[config.mk]
export PLATFORM = sky130hd
export DESIGN_NAME = plsde_front
export DESIGN_NICKNAME = d
export VERILOG_FILES = /design/src/hdl/periodic_laplacian_sde_step_unit_defines.svh /design/src/hdl/plsde_pkg.sv /design/src/hdl/plsde_front.sv
export SDC_FILE = /design/constraint.sdc
export NUM_CORES = 1
export LEC_CHECK = 0
export BUFFER_PORTS_ARGS = -buffer_cell sky130_fd_sc_hd__buf_2
export CORE_MARGIN = 1.5
export CORE_UTILIZATION = 50
export CTS_CLUSTER_SIZE = 30
export DETAILED_ROUTE_END_ITERATION = 6
export PLACE_DENSITY = 0.71
export SLEW_MARGIN = 20
export SYNTH_ARGS = -nofsm -noshare
export SYNTH_HDL_FRONTEND = slang
export SYNTH_SLANG_ARGS = --single-unit
[constraint.sdc]
create_clock -name clk_i -period 9.6 [get_ports clk_i]
set_input_delay 0.48 -clock clk_i [delete_from_list [all_inputs] [get_ports clk_i]]
set_output_delay 0.48 -clock clk_i [all_outputs]
set_load 0.01 [all_outputs]
[src/hdl/periodic_laplacian_sde_step_unit_defines.svh]
// assertion helpers shared by the step unit modules
`ifndef PERIODIC_LAPLACIAN_SDE_STEP_UNIT_DEFINES_SVH
`define PERIODIC_LAPLACIAN_SDE_STEP_UNIT_DEFINES_SVH

// same-cycle implication, checked outside reset
`define PLSDE_ASSERT(lbl, clk, rstn, ante, cons) \
  lbl: assert property (@(posedge clk) disable iff (!rstn) (ante) |-> (cons)) \
    else $error("plsde assertion failed");

// next-cycle implication, checked outside reset
`define PLSDE_ASSERT_NEXT(lbl, clk, rstn, ante, cons) \
  lbl: assert property (@(posedge clk) disable iff (!rstn) (ante) |=> (cons)) \
    else $error("plsde assertion failed");

`endif

[src/hdl/plsde_pkg.sv]
`timescale 1ns / 1ps
package plsde_pkg;

  localparam int IDX_BITS     = 16;
  localparam int NSQ_BITS     = 32;
  localparam int CFG_IDX_BITS = 3;
  localparam int QUEUE_DEPTH  = 4;
  localparam int QPTR_BITS    = $clog2(QUEUE_DEPTH);
  localparam int QCNT_BITS    = $clog2(QUEUE_DEPTH + 1);
  localparam int WIDE_BITS    = 64;
  localparam int DIGIT_BITS   = 32;

  localparam logic [WIDE_BITS-1:0] WIDE_MAX = {1'b0, {(WIDE_BITS-1){1'b1}}};
  localparam logic [WIDE_BITS-1:0] WIDE_MIN = {1'b1, {(WIDE_BITS-1){1'b0}}};
  localparam logic [IDX_BITS-1:0]  POINTS_RESET = 16'd3;

  typedef enum logic [CFG_IDX_BITS-1:0] {
    CFG_POINTS = 3'd0,
    CFG_GAIN   = 3'd1,
    CFG_DRIFT  = 3'd2,
    CFG_NSCALE = 3'd3,
    CFG_DT     = 3'd4
  } cfg_idx_e;

  // how the array ended: one, two, or three or more points
  typedef enum logic [1:0] {
    K_ONE  = 2'd0,
    K_TWO  = 2'd1,
    K_FULL = 2'd2
  } run_kind_e;

  typedef enum logic [4:0] {
    M_IDLE = 5'b00001,
    M_LO   = 5'b00010,
    M_HI   = 5'b00100,
    M_RND  = 5'b01000,
    M_SAT  = 5'b10000
  } mul_state_e;

  typedef enum logic [9:0] {
    S_IDLE  = 10'b0000000001,
    S_LAP   = 10'b0000000010,
    W_LAP   = 10'b0000000100,
    S_GAIN  = 10'b0000001000,
    W_GAIN  = 10'b0000010000,
    S_DRIFT = 10'b0000100000,
    W_NOISE = 10'b0001000000,
    S_DT    = 10'b0010000000,
    W_DT    = 10'b0100000000,
    S_OUT   = 10'b1000000000
  } back_state_e;

  typedef struct packed {
    logic full;
    logic empty;
  } fifo_stat_t;

  typedef struct packed {
    logic start;
    logic use_frac;
  } mul_ctl_t;

  // 64-bit signed add, clipped to the signed range
  function automatic logic [WIDE_BITS-1:0] sat_add(input logic [WIDE_BITS-1:0] a,
                                                   input logic [WIDE_BITS-1:0] b);
    logic [WIDE_BITS:0] s;
    s = {a[WIDE_BITS-1], a} + {b[WIDE_BITS-1], b};
    if (s[WIDE_BITS] != s[WIDE_BITS-1]) begin
      sat_add = s[WIDE_BITS] ? WIDE_MIN : WIDE_MAX;
    end else begin
      sat_add = s[WIDE_BITS-1:0];
    end
  endfunction

endpackage

[src/hdl/plsde_front.sv]
`timescale 1ns / 1ps
module plsde_front
  import plsde_pkg::*;
#(
  parameter int SAMPLE_BITS = 32
) (
  input  logic                                  clk_i,
  input  logic                                  rst_ni,
  input  logic                                  in_valid_i,
  output logic                                  in_ready_o,
  input  logic signed [SAMPLE_BITS-1:0]         sample_i,
  input  logic signed [SAMPLE_BITS-1:0]         noise_i,
  input  logic                                  is_last_i,
  input  logic [IDX_BITS-1:0]                   glen_i,
  input  fifo_stat_t                            qstat_i,
  output logic                                  push_o,
  output logic [4*SAMPLE_BITS+IDX_BITS:0]       job_o
);

  logic [SAMPLE_BITS-1:0] first_q, second_q, older_q, newer_q;
  logic [SAMPLE_BITS-1:0] first_nz_q, held_nz_q;
  logic [SAMPLE_BITS-1:0] x_q, xnz_q;
  logic [IDX_BITS-1:0]    pos_q, p_q;
  run_kind_e              kind_q, kind_d;
  logic [1:0]             step_q;
  logic                   pend_q;

  logic                   accept, is_end, str_push, pend_push, step_last;
  logic [IDX_BITS:0]      pos_inc;
  logic [SAMPLE_BITS-1:0] lft, rgt, cen, jnz;
  logic [IDX_BITS-1:0]    jidx;
  logic                   jend;

  assign in_ready_o = !pend_q && !qstat_i.full;
  assign accept     = in_valid_i && in_ready_o;
  assign pos_inc    = {1'b0, pos_q} + 1'b1;
  assign is_end     = is_last_i || (pos_inc >= {1'b0, glen_i});
  // interior points go out as soon as their right neighbor arrives
  assign str_push   = accept && !is_end && (pos_q >= 16'd2);
  assign pend_push  = pend_q && !qstat_i.full;
  assign push_o     = str_push || pend_push;

  always_comb begin
    if (pos_q == '0) begin
      kind_d = K_ONE;
    end else if (pos_q == 16'd1) begin
      kind_d = K_TWO;
    end else begin
      kind_d = K_FULL;
    end
  end

  always_comb begin
    step_last = 1'b0;
    unique case (kind_q)
      K_ONE:   step_last = 1'b1;
      K_TWO:   step_last = (step_q == 2'd1);
      K_FULL:  step_last = (step_q == 2'd2);
      default: step_last = 1'b1;
    endcase
  end

  // job mux: left, right, centre of the second difference plus noise, index and end flag
  always_comb begin
    lft  = '0;
    rgt  = '0;
    cen  = '0;
    jnz  = xnz_q;
    jidx = '0;
    jend = 1'b0;
    if (pend_q) begin
      unique case (kind_q)
        K_ONE: begin
          jend = 1'b1;
        end
        K_TWO: begin
          if (step_q == 2'd0) begin
            jidx = 16'd1;
          end else begin
            jnz  = first_nz_q;
            jend = 1'b1;
          end
        end
        K_FULL: begin
          case (step_q)
            2'd0: begin
              lft  = older_q;
              rgt  = x_q;
              cen  = newer_q;
              jnz  = held_nz_q;
              jidx = p_q - 1'b1;
            end
            2'd1: begin
              lft  = newer_q;
              rgt  = first_q;
              cen  = x_q;
              jidx = p_q;
            end
            default: begin
              lft  = x_q;
              rgt  = second_q;
              cen  = first_q;
              jnz  = first_nz_q;
              jend = 1'b1;
            end
          endcase
        end
        default: begin
          jend = 1'b1;
        end
      endcase
    end else begin
      lft  = older_q;
      rgt  = sample_i;
      cen  = newer_q;
      jnz  = held_nz_q;
      jidx = pos_q - 1'b1;
    end
  end

  assign job_o = {lft, rgt, cen, jnz, jidx, jend};

  always_ff @(posedge clk_i or negedge rst_ni) begin
    if (!rst_ni) begin
      first_q    <= '0;
      second_q   <= '0;
      older_q    <= '0;
      newer_q    <= '0;
      first_nz_q <= '0;
      held_nz_q  <= '0;
      x_q        <= '0;
      xnz_q      <= '0;
      pos_q      <= '0;
      p_q        <= '0;
      kind_q     <= K_ONE;
      step_q     <= '0;
      pend_q     <= 1'b0;
    end else begin
      if (accept) begin
        if (is_end) begin
          // neighbor state stays put; the wrap-around jobs read it
          pend_q <= 1'b1;
          step_q <= '0;
          kind_q <= kind_d;
          x_q    <= sample_i;
          xnz_q  <= noise_i;
          p_q    <= pos_q;
          pos_q  <= '0;
        end else begin
          if (pos_q == '0) begin
            first_q    <= sample_i;
            first_nz_q <= noise_i;
          end else if (pos_q == 16'd1) begin
            second_q <= sample_i;
          end
          older_q   <= newer_q;
          newer_q   <= sample_i;
          held_nz_q <= noise_i;
          pos_q     <= pos_inc[IDX_BITS-1:0];
        end
      end
      if (pend_push) begin
        step_q <= step_q + 1'b1;
        if (step_last) begin
          pend_q <= 1'b0;
        end
      end
    end
  end

endmodule

* Yosys cells after proc, flatten, opt, wreduce, memory -nomap -nowiden
Cells that the tools add are included.
** Storage, ports and cells
- Register bits :: 293
- Output and inout bits :: 147
- Logic and storage cells :: 78
** Operators by class
- $lt $le $gt $ge :: 2
- Reduce and logical (&&, ||, !) cells :: 20
- Equal/unequal tests :: 5
- Muxes and demuxes :: 32
- Bitwise gates (word level) :: 2
- Add/subtract/negate cells :: 4
** Operators by type and width (number)
- 32-bit case mux with 2 select lines :: 5
- 32-bit two-way mux :: 8
- 16-bit case mux with 2 select lines :: 2
- 16-bit two-way mux :: 2
- 16-bit by 1-bit subtractor with 16-bit output (second input constant) :: 2
- 16-bit by 1-bit adder with 17-bit output (second input constant) :: 1
- 17-bit by 16-bit >= comparator with 1-bit output :: 1
- 16-bit by 1-bit equality test with 1-bit output (second input constant) :: 1
- 16-bit by 2-bit >= comparator with 1-bit output (second input constant) :: 1
- 16-bit zero test :: 1
- 2-bit two-way mux :: 5
- 1-bit two-way mux :: 8
- 2-bit AND reduction :: 3
- 1-bit logical AND :: 5
- 2-bit by 1-bit equality test with 1-bit output (second input constant) :: 2
- 2-bit equality test (second input constant) :: 2
- 1-bit case mux with 2 select lines :: 2
- 4-bit AND reduction :: 1
- 2-bit nonzero test :: 2
- 1-bit zero test :: 3
- 3-bit AND reduction :: 1
- 2-bit by 1-bit adder with 2-bit output (second input constant) :: 1
- 2-bit zero test :: 1
- 1-bit logical OR :: 2
- other kinds (2) :: 3

* Longest topological paths before layout
- Depth in word-level cells :: 7
- Gate-level depth with buffers :: 16

* Least setup slack after synthesis
Ideal clock, no wire load.
- Kind :: flip-flop to output port
- From :: register pos_q[4]
- To :: output push_o
- Slack :: 5.790 ns
- Arrival :: 3.330 ns
- Stages on the path, launching flop included :: 14
- Cell sequence :: dfrtp_1 -> clkbuf_1 -> and3_1 -> and4_1 -> nand2_1 -> xnor2_1 -> ha_1 -> nand4_1 -> nor3_1 -> a2111oi_0 -> o311ai_1 -> clkbuf_1 -> clkbuf_1 -> o31ai_1
** Between the ends
- Word-level cells in the longest chain between the ends :: 7
- Elaborated cells between the ends (all ways) :: 8
** Ends and longest elaborated chain
- start: declaration :: line plsde_front.sv:23 : logic [IDX_BITS-1:0] pos_q, p_q;
- start signal: assignment :: line plsde_front.sv:159 : pos_q <= pos_inc[IDX_BITS-1:0];
- 16-bit by 1-bit adder with 17-bit output :: line plsde_front.sv:36 : assign pos_inc = {1'b0, pos_q} + 1'b1;
- 17-bit by 16-bit >= comparator with 1-bit output :: line plsde_front.sv:37 : assign is_end = is_last_i || (pos_inc >= {1'b0, glen_i});
- 1-bit logical OR :: line plsde_front.sv:37
- 1-bit zero test :: line plsde_front.sv:39 : assign str_push = accept && !is_end && (pos_q >= 16'd2);
- 1-bit logical AND :: line plsde_front.sv:39
- 1-bit logical AND * :: line plsde_front.sv:39
- 1-bit logical OR * :: line plsde_front.sv:41 : assign push_o = str_push || pend_push;
- end: declaration :: line plsde_front.sv:16 : output logic push_o,
Every way passes the cells marked *; elsewhere a longest branch is shown, timed or not.

* Worst setup path after layout
- From :: register pos_q[0]
- To :: register first_nz_q[14]
** Between the ends
- Word-level cells in the longest chain between the ends :: 5
- Elaborated cells between the ends (all ways) :: 6
** Ends and longest elaborated chain
- 16-bit by 1-bit adder with 17-bit output :: line plsde_front.sv:36
- 17-bit by 16-bit >= comparator with 1-bit output :: line plsde_front.sv:37
- 1-bit logical OR :: line plsde_front.sv:37
- 1-bit inverter (no line)
- 3-bit AND reduction (no line) *
- end signal: assignment :: line plsde_front.sv:152 : first_nz_q <= noise_i;
- end: declaration :: line plsde_front.sv:21 : logic [SAMPLE_BITS-1:0] first_nz_q, held_nz_q;
Marks and branches as above.
A chain may end at the register's enable or synchronous reset.

==> results.yml <==
floorplanning:
  fp-row-count: 64
  die_h_um: 179
  start_util: 0.507
  core-area_sq_um: 30500
  fp.dieArea_sq_um: 32000
  dieWidth_um: 179
  ioPinCount: 233
setup_path:
  end_kind: "register"
  crit_path_max_incr_delay_ns: 0.71
  start_kind: "register"
  path_cells: "ha_1, and2_1, and4_1, nand3_1, xnor2_1, ha_1, o21a_1, o21ai_0, nand2b_1, o311a_2, buf_4, nand4_4, buf_4, mux2_1"
  worst-setup-path-type: "reg -> reg"
  slowest_stage: "nand4_4"
  required_ns: 10.00
  path_max_fanout: 42
  r2r_cells: 14
  crit_arrival_ns: 5.97
grt:
  grt_busiest_layer: "met2"
  antenna_found_initial: 4
  grt_max_degree: 118
  grt_pass1_vias: 12771
  grt_use_total: 0.269
  met3_usage: 0.0547
  met2_usage: 0.431
  grt_overflow: 0
  grt_pass1_wl_um: 67600
  met1_usage: 0.364
placed_design:
  place_area_sq_um: 16900
  port_buffers: 231
  dp_hpwl_um: 25400
  place.gp.congestion: 0.825
timing:
  holdWs_ns: 0.0439
  max_freq_mhz: 180
  finalHoldViolations: 0
  layout_min_cycle_time_ns: 5.57
  skew_ns: 0.0160
  setup-tns-final_ns: 0
  maxSlewHeadroom: 0.226
  finalSetupViolCount: 0
  rsz0062_at_grt: "false"
  slew_viol_final: 0
  final.period_utilization: 0.580
  tightest_slew_ns: 1.16
routing:
  vias: 12674
  drt-wirelength-per-cell_um: 20.7
  final_antenna_net_count: 0
  post_drt_via_cell_ratio: 6.13
  drc: 0
  wirelength_um: 42800
  first_pass_iters: 6
  drt_iter0_drc: 1241
worst_hold_path:
  min_path_type: "in -> async"
clock_tree:
  ctsResizeCount: 0
  htreeDepth: 2
  insertion_delay_ns: 0.52
  hold_buffers: 0
  cts_buffer_depth: 3
  tritoncts: "done"
  path_clk_slew_ns: 0.06
  post_cts_buffers: 0
  cts_buffers: 35
  cts_sinks: 293
  clock-root-buffer: "clkbuf_16"
synthesis:
  ys.flop_type: "dfrtp_1"
  synth_seq_area_share: 0.474
  synth_edf_count: 0
  synth_top_area_cell: "dfrtp_1"
  synthTopCellsByArea: "dfrtp_1, mux2_2, o21ai_0"
  postSynthAreaPerCell_sq_um: 10.4
  ys_ff_latch: 293
  syn_inst: 1484
  yosys.area.top_type_share: 0.474
  synth_cell_types: 57
  syn_nets: 1597
  yosys_warnings: 0
  ys_async_sr_fraction: 1.00
  netlist_area_sq_um: 15500
final_layout:
  syn2layout_area_growth_pct: 15.9
  layout-drive-gt1-share: 0.318
  final_design_area_no_fill_sq_um: 17900
  final_nets: 1759
flow_run:
  maxCapViolCount: 0
pwr:
  peakVddDrop_mv: 0.191
  power_density_nw_per_um2: 334
  p_leak_nw: 8.59
outcome:
  status: "completed"
placed cells by master (no fill, tap or decap), types with 30 or more instances in the layout:
master | netlist | layout
mux2_4 | 30 | 30
buf_2 | 17 | 230
a222oi_1 | 31 | 31
a22o_1 | 67 | 67
inv_1 | 121 | 121
mux2_2 | 175 | 175
a21oi_1 | 69 | 69
dfrtp_1 | 293 | 292
nand3_1 | 39 | 39
clkbuf_16 | 0 | 35
o21ai_0 | 152 | 151
nand2_1 | 82 | 79
o22ai_1 | 73 | 73
a22oi_1 | 44 | 44
Yosys cell counts, drive strengths merged (3+ instances only):
cell	count
a22o	67
nor3	12
nor2b	3
xor2	12
nor4	8
a222oi	31
and3	5
nand2	82
clkbuf	97
o21ai	152
and2	7
nand4	8
or4	3
xnor2	22
nand3	40
a31o	3
mux2	210
ha	27
a22oi	44
inv	121
buf	28
a21oi	69
nor2	26
o22ai	73
a21o	3
nand2b	4
dfrtp	293
a211oi	4
layout make-up:
cell class | instances | area, sq um
Antenna cell | 5 | 12.5
Clock buffer | 47 | 961
Clock inverter | 10 | 96.3
Fill cell | 2577 | 12600
Inverter | 121 | 454
Multi-Input combinational cell | 945 | 7280
Sequential cell | 293 | 7330
Tap cell | 396 | 495
Timing Repair Buffer | 250 | 1310
final timing paths:
check | start | end | slack, ns
min in group clk_i | noise_i[13] | first_nz_q[13] | 0.20
min reg2reg | first_nz_q[13] | first_nz_q[13] | 0.50
max reg2reg | pos_q[0] | first_nz_q[14] | 4.03
max | pos_q[0] | first_nz_q[14] | 4.03
max in group asynchronous | rst_ni | xnz_q[12] | 7.49
min | rst_ni | newer_q[21] | 0.04
cell families (layout without fill, tap and decap cells):
kind of cell / count (synthesis) / count (layout) / synth area share
flops: 293 / 293 / 0.474
compound gates: 464 / 464 / 0.195
mux: 212 / 212 / 0.161
other cells: 0 / 5 / 0
xor+xnor: 34 / 34 / 0.0192
fa+ha+maj: 27 / 27 / 0.0218
buf+inv: 246 / 428 / 0.0627
simple gates: 208 / 208 / 0.0658
critical path: cells and delay by family, from the launching register on:
kind / cells / cell delay (ns)
simple gates: 5 / 1.65
fa+ha+maj: 2 / 0.61
compound gates: 3 / 0.82
xor+xnor: 1 / 0.24
buf+inv: 2 / 1.07
flops: 1 / 0.59
mux: 1 / 0.40
power breakdown:
part / total, W / internal (W) / switching [W]
sequential: 0.00211 / 0.00173 / 0.000379
combinational: 0.00264 / 0.00116 / 0.00147
clock: 0.00123 / 0.000708 / 0.000526
sequential cells by signal, summed over array words and instances, names as in the netlist, 16 cells and up:
| register | count |
|---|---|
| newer_q | 32 |
| held_nz_q | 32 |
| older_q | 32 |
| first_q | 32 |
| first_nz_q | 32 |
| second_q | 32 |
| p_q | 16 |
| pos_q | 16 |
| xnz_q | 32 |
| x_q | 32 |
through the flow:
stage	util	worst slack [ns]	total power, W	std cells
floorplan	-	5.79	0.00382	1484
global placement	0.553	4.18	0.00466	2005
detailed placement	0.553	4.13	0.00474	2005
CTS	0.588	4.11	0.00600	2062
global route	0.588	3.66	0.00636	2063
finish	0.588	4.03	0.00598	2067
per-layer routing:
layer | up-vias | part of all wire
met5 | - | 0.00063
met4 | 4 | 0.024
met3 | 74 | 0.075
met2 | 504 | 0.47
met1 | 6349 | 0.43
li1 | 5743 | -
(Power assumes the default switching activity.)
