**src/hdl/periodic_laplacian_sde_step_unit_defines.svh**
```systemverilog
// assertion helpers shared by the step unit modules
`ifndef PERIODIC_LAPLACIAN_SDE_STEP_UNIT_DEFINES_SVH
`define PERIODIC_LAPLACIAN_SDE_STEP_UNIT_DEFINES_SVH

// same-cycle implication, checked outside reset
`define PLSDE_ASSERT(lbl, clk, rstn, ante, cons) \
  lbl: assert property (@(posedge clk) disable iff (!rstn) (ante) |-> (cons)) \
    else $error("plsde assertion failed");

// next-cycle implication, checked outside reset
`define PLSDE_ASSERT_NEXT(lbl, clk, rstn, ante, cons) \
  lbl: assert property (@(posedge clk) disable iff (!rstn) (ante) |=> (cons)) \
    else $error("plsde assertion failed");

`endif

```
**src/hdl/plsde_pkg.sv**
```systemverilog
`timescale 1ns / 1ps
package plsde_pkg;

  localparam int IDX_BITS     = 16;
  localparam int NSQ_BITS     = 32;
  localparam int CFG_IDX_BITS = 3;
  localparam int QUEUE_DEPTH  = 4;
  localparam int QPTR_BITS    = $clog2(QUEUE_DEPTH);
  localparam int QCNT_BITS    = $clog2(QUEUE_DEPTH + 1);
  localparam int WIDE_BITS    = 64;
  localparam int DIGIT_BITS   = 32;

  localparam logic [WIDE_BITS-1:0] WIDE_MAX = {1'b0, {(WIDE_BITS-1){1'b1}}};
  localparam logic [WIDE_BITS-1:0] WIDE_MIN = {1'b1, {(WIDE_BITS-1){1'b0}}};
  localparam logic [IDX_BITS-1:0]  POINTS_RESET = 16'd3;

  typedef enum logic [CFG_IDX_BITS-1:0] {
    CFG_POINTS = 3'd0,
    CFG_GAIN   = 3'd1,
    CFG_DRIFT  = 3'd2,
    CFG_NSCALE = 3'd3,
    CFG_DT     = 3'd4
  } cfg_idx_e;

  // how the array ended: one, two, or three or more points
  typedef enum logic [1:0] {
    K_ONE  = 2'd0,
    K_TWO  = 2'd1,
    K_FULL = 2'd2
  } run_kind_e;

  typedef enum logic [4:0] {
    M_IDLE = 5'b00001,
    M_LO   = 5'b00010,
    M_HI   = 5'b00100,
    M_RND  = 5'b01000,
    M_SAT  = 5'b10000
  } mul_state_e;

  typedef enum logic [9:0] {
    S_IDLE  = 10'b0000000001,
    S_LAP   = 10'b0000000010,
    W_LAP   = 10'b0000000100,
    S_GAIN  = 10'b0000001000,
    W_GAIN  = 10'b0000010000,
    S_DRIFT = 10'b0000100000,
    W_NOISE = 10'b0001000000,
    S_DT    = 10'b0010000000,
    W_DT    = 10'b0100000000,
    S_OUT   = 10'b1000000000
  } back_state_e;

  typedef struct packed {
    logic full;
    logic empty;
  } fifo_stat_t;

  typedef struct packed {
    logic start;
    logic use_frac;
  } mul_ctl_t;

  // 64-bit signed add, clipped to the signed range
  function automatic logic [WIDE_BITS-1:0] sat_add(input logic [WIDE_BITS-1:0] a,
                                                   input logic [WIDE_BITS-1:0] b);
    logic [WIDE_BITS:0] s;
    s = {a[WIDE_BITS-1], a} + {b[WIDE_BITS-1], b};
    if (s[WIDE_BITS] != s[WIDE_BITS-1]) begin
      sat_add = s[WIDE_BITS] ? WIDE_MIN : WIDE_MAX;
    end else begin
      sat_add = s[WIDE_BITS-1:0];
    end
  endfunction

endpackage

```
**src/hdl/plsde_mul.sv**
```systemverilog
`timescale 1ns / 1ps
`include "periodic_laplacian_sde_step_unit_defines.svh"
module plsde_mul
  import plsde_pkg::*;
#(
  parameter int OPB_BITS  = 33,
  parameter int FRAC_BITS = 16
) (
  input  logic                 clk_i,
  input  logic                 rst_ni,
  input  mul_ctl_t             ctl_i,
  input  logic [WIDE_BITS-1:0] a_i,
  input  logic [OPB_BITS-1:0]  b_i,
  output logic                 done_o,
  output logic [WIDE_BITS-1:0] res_o
);

  localparam int PROD_BITS = WIDE_BITS + OPB_BITS;
  localparam int PP_BITS   = DIGIT_BITS + OPB_BITS;
  localparam logic [PROD_BITS-1:0] HALF = PROD_BITS'(1) << (FRAC_BITS - 1);

  mul_state_e             state_q, state_d;
  logic                   neg_q, neg_d;
  logic                   frac_q, frac_d;
  logic [WIDE_BITS-1:0]   ua_q, ua_d;
  logic [OPB_BITS-1:0]    ub_q, ub_d;
  logic [PROD_BITS-1:0]   acc_q, acc_d;
  logic [WIDE_BITS-1:0]   res_q, res_d;
  logic                   done_q, done_d;

  logic [DIGIT_BITS-1:0]  digit;
  logic [PP_BITS-1:0]     pp;
  logic [PROD_BITS-1:0]   rnd;
  logic [WIDE_BITS-1:0]   mag, lim;
  logic                   ovf;

  always_comb begin
    // magnitude product, one 32-bit digit of a per cycle
    digit = (state_q == M_HI) ? ua_q[WIDE_BITS-1:DIGIT_BITS] : ua_q[DIGIT_BITS-1:0];
    pp    = {{OPB_BITS{1'b0}}, digit} * {{DIGIT_BITS{1'b0}}, ub_q};
    rnd   = (acc_q + HALF) >> FRAC_BITS;
    mag   = acc_q[WIDE_BITS-1:0];
    lim   = neg_q ? WIDE_MIN : WIDE_MAX;
    ovf   = (|acc_q[PROD_BITS-1:WIDE_BITS]) || (mag > lim);

    state_d = state_q;
    neg_d   = neg_q;
    frac_d  = frac_q;
    ua_d    = ua_q;
    ub_d    = ub_q;
    acc_d   = acc_q;
    res_d   = res_q;
    done_d  = 1'b0;
    unique case (state_q)
      M_IDLE: begin
        if (ctl_i.start) begin
          neg_d   = a_i[WIDE_BITS-1] ^ b_i[OPB_BITS-1];
          frac_d  = ctl_i.use_frac;
          ua_d    = a_i[WIDE_BITS-1] ? ~a_i + WIDE_BITS'(1) : a_i;
          ub_d    = b_i[OPB_BITS-1] ? ~b_i + OPB_BITS'(1) : b_i;
          state_d = M_LO;
        end
      end
      M_LO: begin
        acc_d   = PROD_BITS'(pp);
        state_d = M_HI;
      end
      M_HI: begin
        acc_d   = acc_q + (PROD_BITS'(pp) << DIGIT_BITS);
        state_d = M_RND;
      end
      M_RND: begin
        // round half away from zero on the magnitude
        if (frac_q) begin
          acc_d = rnd;
        end
        state_d = M_SAT;
      end
      M_SAT: begin
        if (ovf) begin
          res_d = neg_q ? WIDE_MIN : WIDE_MAX;
        end else begin
          res_d = neg_q ? ~mag + WIDE_BITS'(1) : mag;
        end
        done_d  = 1'b1;
        state_d = M_IDLE;
      end
      default: state_d = M_IDLE;
    endcase
  end

  always_ff @(posedge clk_i) begin
    neg_q  <= neg_d;
    frac_q <= frac_d;
    ua_q   <= ua_d;
    ub_q   <= ub_d;
    acc_q  <= acc_d;
    res_q  <= res_d;
  end

  always_ff @(posedge clk_i or negedge rst_ni) begin
    if (!rst_ni) begin
      state_q <= M_IDLE;
      done_q  <= 1'b0;
    end else begin
      state_q <= state_d;
      done_q  <= done_d;
    end
  end

  assign done_o = done_q;
  assign res_o  = res_q;

  `PLSDE_ASSERT(a_start_when_idle, clk_i, rst_ni, ctl_i.start, state_q == M_IDLE)
  `PLSDE_ASSERT_NEXT(a_done_single, clk_i, rst_ni, done_q, !done_q)

endmodule

```
**src/hdl/plsde_back.sv**
```systemverilog
`timescale 1ns / 1ps
`include "periodic_laplacian_sde_step_unit_defines.svh"
module plsde_back
  import plsde_pkg::*;
#(
  parameter int SAMPLE_BITS = 32,
  parameter int FRAC_BITS   = 16,
  parameter int OPB_BITS    = 33
) (
  input  logic                            clk_i,
  input  logic                            rst_ni,
  input  logic [4*SAMPLE_BITS+IDX_BITS:0] job_i,
  input  fifo_stat_t                      qstat_i,
  output logic                            pop_o,
  input  logic signed [SAMPLE_BITS-1:0]   gain_i,
  input  logic signed [SAMPLE_BITS-1:0]   drift_i,
  input  logic signed [SAMPLE_BITS-1:0]   nscale_i,
  input  logic [SAMPLE_BITS-2:0]          dt_i,
  input  logic [NSQ_BITS-1:0]             nsq_i,
  output logic                            out_valid_o,
  input  logic                            out_ready_i,
  output logic [IDX_BITS-1:0]             point_index_o,
  output logic signed [SAMPLE_BITS-1:0]   increment_value_o,
  output logic                            run_end_o
);

  localparam int NZ_LO     = IDX_BITS + 1;
  localparam int CEN_LO    = NZ_LO + SAMPLE_BITS;
  localparam int RGT_LO    = CEN_LO + SAMPLE_BITS;
  localparam int LFT_LO    = RGT_LO + SAMPLE_BITS;
  localparam int DIFF_BITS = SAMPLE_BITS + 2;
  localparam int HI_BITS   = WIDE_BITS - SAMPLE_BITS + 1;
  localparam logic [SAMPLE_BITS-1:0] OUT_MAX = {1'b0, {(SAMPLE_BITS-1){1'b1}}};
  localparam logic [SAMPLE_BITS-1:0] OUT_MIN = {1'b1, {(SAMPLE_BITS-1){1'b0}}};

  back_state_e                  state_q, state_d;
  logic signed [DIFF_BITS-1:0]  d_q;
  logic signed [SAMPLE_BITS-1:0] nz_q;
  logic [IDX_BITS-1:0]          idx_q;
  logic                         end_q;
  logic [WIDE_BITS-1:0]         h_q, h_d;
  logic                         out_valid_q, out_valid_d;
  logic [IDX_BITS-1:0]          out_idx_q;
  logic [SAMPLE_BITS-1:0]       out_val_q;
  logic                         out_end_q;

  logic signed [SAMPLE_BITS-1:0] lft, rgt, cen;
  logic signed [DIFF_BITS-1:0]  diff;
  mul_ctl_t                     mctl;
  logic [WIDE_BITS-1:0]         ma;
  logic [OPB_BITS-1:0]          mb;
  logic                         mdone;
  logic [WIDE_BITS-1:0]         mres;
  logic                         load_out;
  logic [HI_BITS-1:0]           h_top;
  logic [SAMPLE_BITS-1:0]       sat_val;

  assign lft  = job_i[LFT_LO +: SAMPLE_BITS];
  assign rgt  = job_i[RGT_LO +: SAMPLE_BITS];
  assign cen  = job_i[CEN_LO +: SAMPLE_BITS];
  assign diff = DIFF_BITS'(lft) + DIFF_BITS'(rgt) - (DIFF_BITS'(cen) <<< 1);

  // operand select for the shared multiplier
  always_comb begin
    mctl.start    = 1'b0;
    mctl.use_frac = 1'b1;
    ma            = h_q;
    mb            = '0;
    unique case (state_q)
      S_LAP: begin
        mctl.start    = 1'b1;
        mctl.use_frac = 1'b0;
        ma            = WIDE_BITS'(d_q);
        mb            = OPB_BITS'(nsq_i);
      end
      S_GAIN: begin
        mctl.start = 1'b1;
        mb         = OPB_BITS'(gain_i);
      end
      S_DRIFT: begin
        mctl.start = 1'b1;
        ma         = WIDE_BITS'(nz_q);
        mb         = OPB_BITS'(nscale_i);
      end
      S_DT: begin
        mctl.start = 1'b1;
        mb         = OPB_BITS'(dt_i);
      end
      default: begin
        mctl.start = 1'b0;
      end
    endcase
  end

  plsde_mul #(
    .OPB_BITS (OPB_BITS),
    .FRAC_BITS(FRAC_BITS)
  ) u_mul (
    .clk_i (clk_i),
    .rst_ni(rst_ni),
    .ctl_i (mctl),
    .a_i   (ma),
    .b_i   (mb),
    .done_o(mdone),
    .res_o (mres)
  );

  always_comb begin
    state_d  = state_q;
    h_d      = h_q;
    pop_o    = 1'b0;
    load_out = 1'b0;
    unique case (state_q)
      S_IDLE: begin
        if (!qstat_i.empty) begin
          pop_o   = 1'b1;
          state_d = S_LAP;
        end
      end
      S_LAP: state_d = W_LAP;
      W_LAP: begin
        if (mdone) begin
          h_d     = mres;
          state_d = mres[WIDE_BITS-1] ? S_GAIN : S_DRIFT;
        end
      end
      S_GAIN: state_d = W_GAIN;
      W_GAIN: begin
        if (mdone) begin
          h_d     = sat_add(h_q, mres);
          state_d = S_DRIFT;
        end
      end
      S_DRIFT: begin
        // drift goes in while the noise product is under way
        h_d     = sat_add(h_q, WIDE_BITS'(drift_i));
        state_d = W_NOISE;
      end
      W_NOISE: begin
        if (mdone) begin
          h_d     = sat_add(h_q, mres);
          state_d = S_DT;
        end
      end
      S_DT: state_d = W_DT;
      W_DT: begin
        if (mdone) begin
          h_d     = mres;
          state_d = S_OUT;
        end
      end
      S_OUT: begin
        if (!out_valid_q || out_ready_i) begin
          load_out = 1'b1;
          state_d  = S_IDLE;
        end
      end
      default: state_d = S_IDLE;
    endcase
  end

  // clip to the output sample range
  always_comb begin
    h_top = h_q[WIDE_BITS-1:SAMPLE_BITS-1];
    if ((&h_top) || !(|h_top)) begin
      sat_val = h_q[SAMPLE_BITS-1:0];
    end else begin
      sat_val = h_q[WIDE_BITS-1] ? OUT_MIN : OUT_MAX;
    end
  end

  assign out_valid_d = (out_valid_q && !out_ready_i) || load_out;

  always_ff @(posedge clk_i) begin
    if (pop_o) begin
      d_q   <= diff;
      nz_q  <= job_i[NZ_LO +: SAMPLE_BITS];
      idx_q <= job_i[IDX_BITS:1];
      end_q <= job_i[0];
    end
    h_q <= h_d;
    if (load_out) begin
      out_idx_q <= idx_q;
      out_val_q <= sat_val;
      out_end_q <= end_q;
    end
  end

  always_ff @(posedge clk_i or negedge rst_ni) begin
    if (!rst_ni) begin
      state_q     <= S_IDLE;
      out_valid_q <= 1'b0;
    end else begin
      state_q     <= state_d;
      out_valid_q <= out_valid_d;
    end
  end

  assign out_valid_o       = out_valid_q;
  assign point_index_o     = out_idx_q;
  assign increment_value_o = out_val_q;
  assign run_end_o         = out_end_q;

  `PLSDE_ASSERT(a_done_in_wait, clk_i, rst_ni, mdone, (state_q == W_LAP) || (state_q == W_GAIN) || (state_q == W_NOISE) || (state_q == W_DT))

endmodule

```
**config.mk**
```make
export PLATFORM = sky130hd
export DESIGN_NAME = plsde_back
export DESIGN_NICKNAME = d
export VERILOG_FILES = /design/src/hdl/plsde_pkg.sv /design/src/hdl/plsde_mul.sv /design/src/hdl/plsde_back.sv
export VERILOG_INCLUDE_DIRS = /design/src /design/src/hdl
export SDC_FILE = /design/constraint.sdc
export NUM_CORES = 2
export LEC_CHECK = 0
export ABC_CLOCK_PERIOD_IN_PS = 12140
export BUFFER_PORTS_ARGS = -buffer_cell sky130_fd_sc_hd__buf_4
export CAP_MARGIN = 30
export CORE_ASPECT_RATIO = 0.9
export CORE_UTILIZATION = 59
export CTS_BUF_LIST = sky130_fd_sc_hd__clkbuf_16
export DETAILED_ROUTE_END_ITERATION = 8
export PLACE_DENSITY = 0.8
export SLEW_MARGIN = 15
export SYNTH_ARGS = -nofsm -noshare
export SYNTH_HDL_FRONTEND = slang
export SYNTH_SLANG_ARGS = --single-unit
```
**constraint.sdc**
```tcl
create_clock -name clk_i -period 12.14 [get_ports clk_i]
set_clock_uncertainty 0.05 [all_clocks]
set_input_delay 1.214 -clock clk_i [delete_from_list [all_inputs] [get_ports clk_i]]
set_output_delay 1.214 -clock clk_i [all_outputs]
set_load 0.02 [all_outputs]
```
; Yosys cells after proc, flatten, opt, wreduce, memory -nomap -nowiden
; Index checks and enable logic that the tools add are counted.
[totals]
output_inout_bits = 51
reg_bits = 473
[op_classes]
n_mul = 1
order_cmp = 1
reduce_logical = 20
muxes = 36
n_bitwise = 4
n_eq_ne = 27
addsub = 9
[ops]
columns = op, n
row1 = $mux W64, 9
row2 = $pmux W97 S3, 1
row3 = $pmux W64 S3, 1
row4 = $pmux W33 S4, 1
row5 = $add A64 B1 Y64 const B, 2
row6 = $mux W32, 4
row7 = $not A64 Y64, 2
row8 = $pmux W64 S2, 1
row9 = $pmux W10 S10, 1
row10 = $add A97 B16 Y97 const B, 1
row11 = $add A97 B97 Y97, 1
row12 = $mux W97, 1
row13 = $reduce_or A33 Y1, 2
row14 = $add A64 B32 Y65, 1
row15 = $add A64 B64 Y65, 1
row16 = $mul A32 B33 Y65, 1
row17 = $gt A64 B64 Y1, 1
row18 = $mux W63, 1
row19 = $mux W10, 6
row20 = $sub A33 B33 Y34, 1
row21 = $add A32 B32 Y33, 1
row22 = $add A33 B1 Y33 const B, 1
row23 = $not A33 Y33, 1
row24 = $reduce_and A33 Y1, 1
row25 = 32 further kinds, 55

; Depth between registers and ports, before layout
[logic_depth]
word_depth = 5
ltp_mapped = 46

; Hierarchy
; From an unflattened synthesis, not the netlist that was laid out.
[unflattened]
cells_unflattened = 8489
area_unflattened_um2 = 75073.3
[by_module_without_submodules]
columns = module, n_inst, cells_per_inst, area_per_inst_um2
row1 = plsde_mul, 1, 6088, 54637.4
row2 = plsde_back, 1, 2401, 20435.8

; Worst setup path after synthesis
; Ideal clock, no wire load.
[synth_timing]
path_kind = register -> register
startpoint = register state_q[2]
endpoint = register u_mul.frac_q, enable pin
arrival_time_ns = 11.669
slack_ns = -0.385
stages_incl_launch_ff = 9
required_ns = 11.284
setup_ns = 0.806
path_cell_list = dfrtp_1 buf_2 nor4b_1 clkbuf_1 and2_1 clkbuf_1 clkbuf_1 nor3_1 nor4bb_1
[synth_between]
elab_chain_cells = 4
elab_cells_between_ends = 7
[synth_lines]
columns = item, line_no
row1 = "start, declared", plsde_back.sv:36  ; back_state_e state_q, state_d;
row2 = "start signal, assigned", plsde_back.sv:194  ; state_q <= state_d;
row3 = $eq A10 B6 Y1 (tied with other cells), plsde_back.sv:69  ; unique case (state_q)
row4 = $reduce_or A4 Y1 (no source line) *, -
row5 = $mux W1 *, plsde_back.sv:69
row6 = $reduce_and A2 Y1 (no source line) *, -
row7 = "end signal, assigned", plsde_mul.sv:94  ; frac_q <= frac_d;
row8 = "end, declared", plsde_mul.sv:24  ; logic frac_q, frac_d;
; Every way passes the cells marked *; elsewhere a longest branch is shown, timed or not.
; A chain may end at the register's enable or synchronous reset.

; Final worst setup path
[layout_timing]
startpoint = register u_mul.state_q[1]
endpoint = register u_mul.acc_q[96] (data pin)
[layout_between]
elab_chain_cells = 5
elab_cells_between_ends = 7
[layout_lines]
columns = item, line_no
row1 = "start, declared", plsde_mul.sv:22  ; mul_state_e state_q, state_d;
row2 = "start signal, assigned", plsde_mul.sv:106  ; state_q <= state_d;
row3 = $eq A5 B3 Y1, "plsde_mul.sv:39, plsde_mul.sv:54"
row4 = $mux W32, plsde_mul.sv:39  ; digit = (state_q == M_HI) ? ua_q[WIDE_BITS-1:DIGIT_BITS] : ua_q[DIGIT_BITS-1:0];
row5 = $mul A32 B33 Y65, plsde_mul.sv:40  ; pp = {{OPB_BITS{1'b0}}, digit} * {{DIGIT_BITS{1'b0}}, ub_q};
row6 = $add A97 B97 Y97, plsde_mul.sv:69  ; acc_d = acc_q + (PROD_BITS'(pp) << DIGIT_BITS);
row7 = $pmux W97 S3 *, plsde_mul.sv:54  ; unique case (state_q)
row8 = via u_mul.acc_d[96], plsde_mul.sv:27  ; logic [PROD_BITS-1:0] acc_q, acc_d;
row9 = "end signal, assigned", plsde_mul.sv:97  ; acc_q <= acc_d;
row10 = "end, declared", plsde_mul.sv:27
; The timed path passes the listed nets; every way through them passes the cells marked *.

==> metrics <==
cell with the most instances after synthesis inv_1; worst reg2reg endpoint u_mul.acc_q[96]; Setup crit end u_mul.acc_q[96]; total CTS buffers 51; gr usage total 36.9%; Total Neg Setup Slack 0 ns; Fin. Hold Viols 0; syn nets between 10k and 15k; Resized cells post-CTS 0; Iter 0 DRT Violations 7346; first-pass GRT wire length between 300 and 400 mm; # rows 122; global route total overflow 0; Starting Density roughly three fifths; CTS Sinks 473; fin nets 10.3k; Worst R2R Setup Slack 0.33 ns; Worst-Margin Slew 1.07 ns; Core ar. 0.123 mm2; Max Freq between 80 and 90 MHz; layout cells sized above 1 between 8 and 9%; HPWL after detailed placement between 150 and 200 mm; Post-CTS Hold Fix Bufs 0; synth warn 0; Syn Area/Cell 8.90 um2; clk slew on worst S/H paths 0.08 ns; Tcrit/Tclk final 97.3%; Boundary Pins 360; Worst R2R Path Depth 42; H-tree levels 2; relative slew slack about 28%; status completed; Startpoint Class register; sequential share of the synthesized area 19.1%; Post-synth EDFFs ~460; CP Data Arrival Time about 12 ns; Yosys reg bits 473; critical path data required time 12.50 ns; worst flop-to-flop path startpoint u_mul.state_q[1]; RSZ-0062 raised after global routing no; slowest stage cell, crit path xnor2_1; critical path launch point u_mul.state_q[1]; Via density 6.24; top cells by count, synth inv_1, nand2_1, fa_1; vias 63.2k; CP Class reg -> reg; Pre-Repair DR Iteration Count 6; CTS tree built; P&R area growth vs syn 9.24%; fin. max-slew vios 0; asr flop ratio synth 3.59%; antenna-violating nets left 0; clk buf depth 3; Netlist cell types 97; Worst Setup End Kind register; Vert. Die Dim 338 um; CP Max Fanout 18; WL per Instance 23.0 um; post-synthesis cell area between 0.07 and 0.08 mm2; Total Wirelength about 230 mm; Yosys top cell by area fa_1; most frequent CP cell fa_1; Setup Fix Bufs, Post-CTS 0; Synth area leaders fa_1, edfxtp_1, ha_1, inv_1, nand2_1; number of global-route vias before repair 62.7k; Remaining DRCs 0; Top FF cell, synth edfxtp_1; Synth top area share 26.1%; hold crit path type in -> async; initial antenna violation count 17; Port Buffers ~360; MaxCap Viol Count 0; Clock Latency Late Sink 0.67 ns; Die X between 300 and 400 um; Gate Count Post-Synth just over 8k; largest net degree at the start of global routing between 90 and 100; Setup violations, final 0; Die ar. 0.127 mm2; root buffer cell clkbuf_16; crit path time final 11.81 ns; RD Place Congestion ~1.1; slowest stage delay, CP between 0.5 and 0.6 ns
worst max-delay path, delay by kind of cell, from the launching register on:
kind                       cells  cell delay [ns]
xor gates and xnor gates       2             0.79
buffers and inverters          8             1.52
AOI/OAI and AO/OA             14             2.68
DFF                            1             0.43
adders and majority gates     10             4.75
and+or+nand+nor                8             1.30
logic make-up after synthesis:
logic type / share of synthesized area, %
buffers and inverters: 8.17
AO/OA/AOI/OAI: 14.1
AND/OR/NAND/NOR: 17.6
adder cells (fa/ha/maj): 35.6
other: 0.00508
multiplexers: 0.300
XOR/XNOR: 5.18
flip-flops: 19.1
metal layers:
metal  share of wire, %  routed length, um  up-vias  track usage (%)
met1                 39              91400    31200             50.1
met2                 43             100000     3475             54.7
met4                4.4              10200        6             14.7
met5              0.015                 36        -                0
li1                   -                  -    28000                -
met3                 14              31500      516             11.8
cell usage in the layout (no fill, tap or decap), drive strengths merged, types with 22 or more instances in the layout:
cell type / count
a211oi: 29
a21o: 247
a21oi: 414
a221oi: 36
a22oi: 66
a31oi: 51
and2: 539
and3: 58
buf: 575
clkbuf: 55
edfxtp: 456
fa: 961
ha: 559
inv: 1149
nand2: 1077
nand2b: 48
nand3: 104
nand4: 129
nor2: 357
nor2b: 37
nor3: 124
nor4: 45
o2111ai: 39
o211ai: 37
o21a: 36
o21ai: 319
o21bai: 66
o22ai: 70
o31ai: 28
or2: 22
or3: 32
xnor2: 243
xor2: 191
flip-flops by register name, summed over array words and instances, names as in the netlist, 5 cells and up:
signal / flops
increment_value_o: 32
u_mul.ua_q: 64
idx_q: 16
u_mul.res_o: 64
u_mul.state_q: 5
d_q: 34
h_q: 64
state_q: 10
u_mul.acc_q: 97
nz_q: 32
u_mul.ub_q: 33
point_index_o: 16
per-stage QoR:
stage               worst slack [ns]  std cells  cell area [um2]  hold slack [ns]  utilization, %
global placement               0.636      10000            78700            0.350            63.7
CTS                            0.413      10100            80400            0.361            65.1
detailed placement             0.512      10000            78700            0.355            63.7
finish                         0.333      10100            80700            0.368            65.3
floorplan                       1.78       8298            73900            0.350               -
global route                0.000199      10100            80700            0.372            65.3
how the worst min path moves through the flow:
stage | cells after the start | start | end | slack [ns]
6_report | 1 | rst_ni | u_mul.state_q[4] | 0.37
5_1_grt | 0 | idx_q[11] | point_index_o[11] | 0.37
4_1_cts | 1 | rst_ni | u_mul.state_q[4] | 0.36
3_5_place_dp | 0 | idx_q[13] | point_index_o[13] | 0.35
3_3_place_gp | 0 | idx_q[5] | point_index_o[5] | 0.35
2_1_floorplan | 0 | idx_q[0] | point_index_o[0] | 0.35
layout make-up:
cell class	instances	area, um2
Clock inverter	42	470
Tap cell	1612	2020
Multi-Input combinational cell	6231	53900
Inverter	1139	4280
Sequential cell	473	14100
Fill cell	9977	42800
Timing Repair Buffer	579	4630
Antenna cell	6	15.0
Clock buffer	51	1280
Power is not shown: default switching activity piles up to over one toggle a cycle in this logic, so the estimate is an artifact.
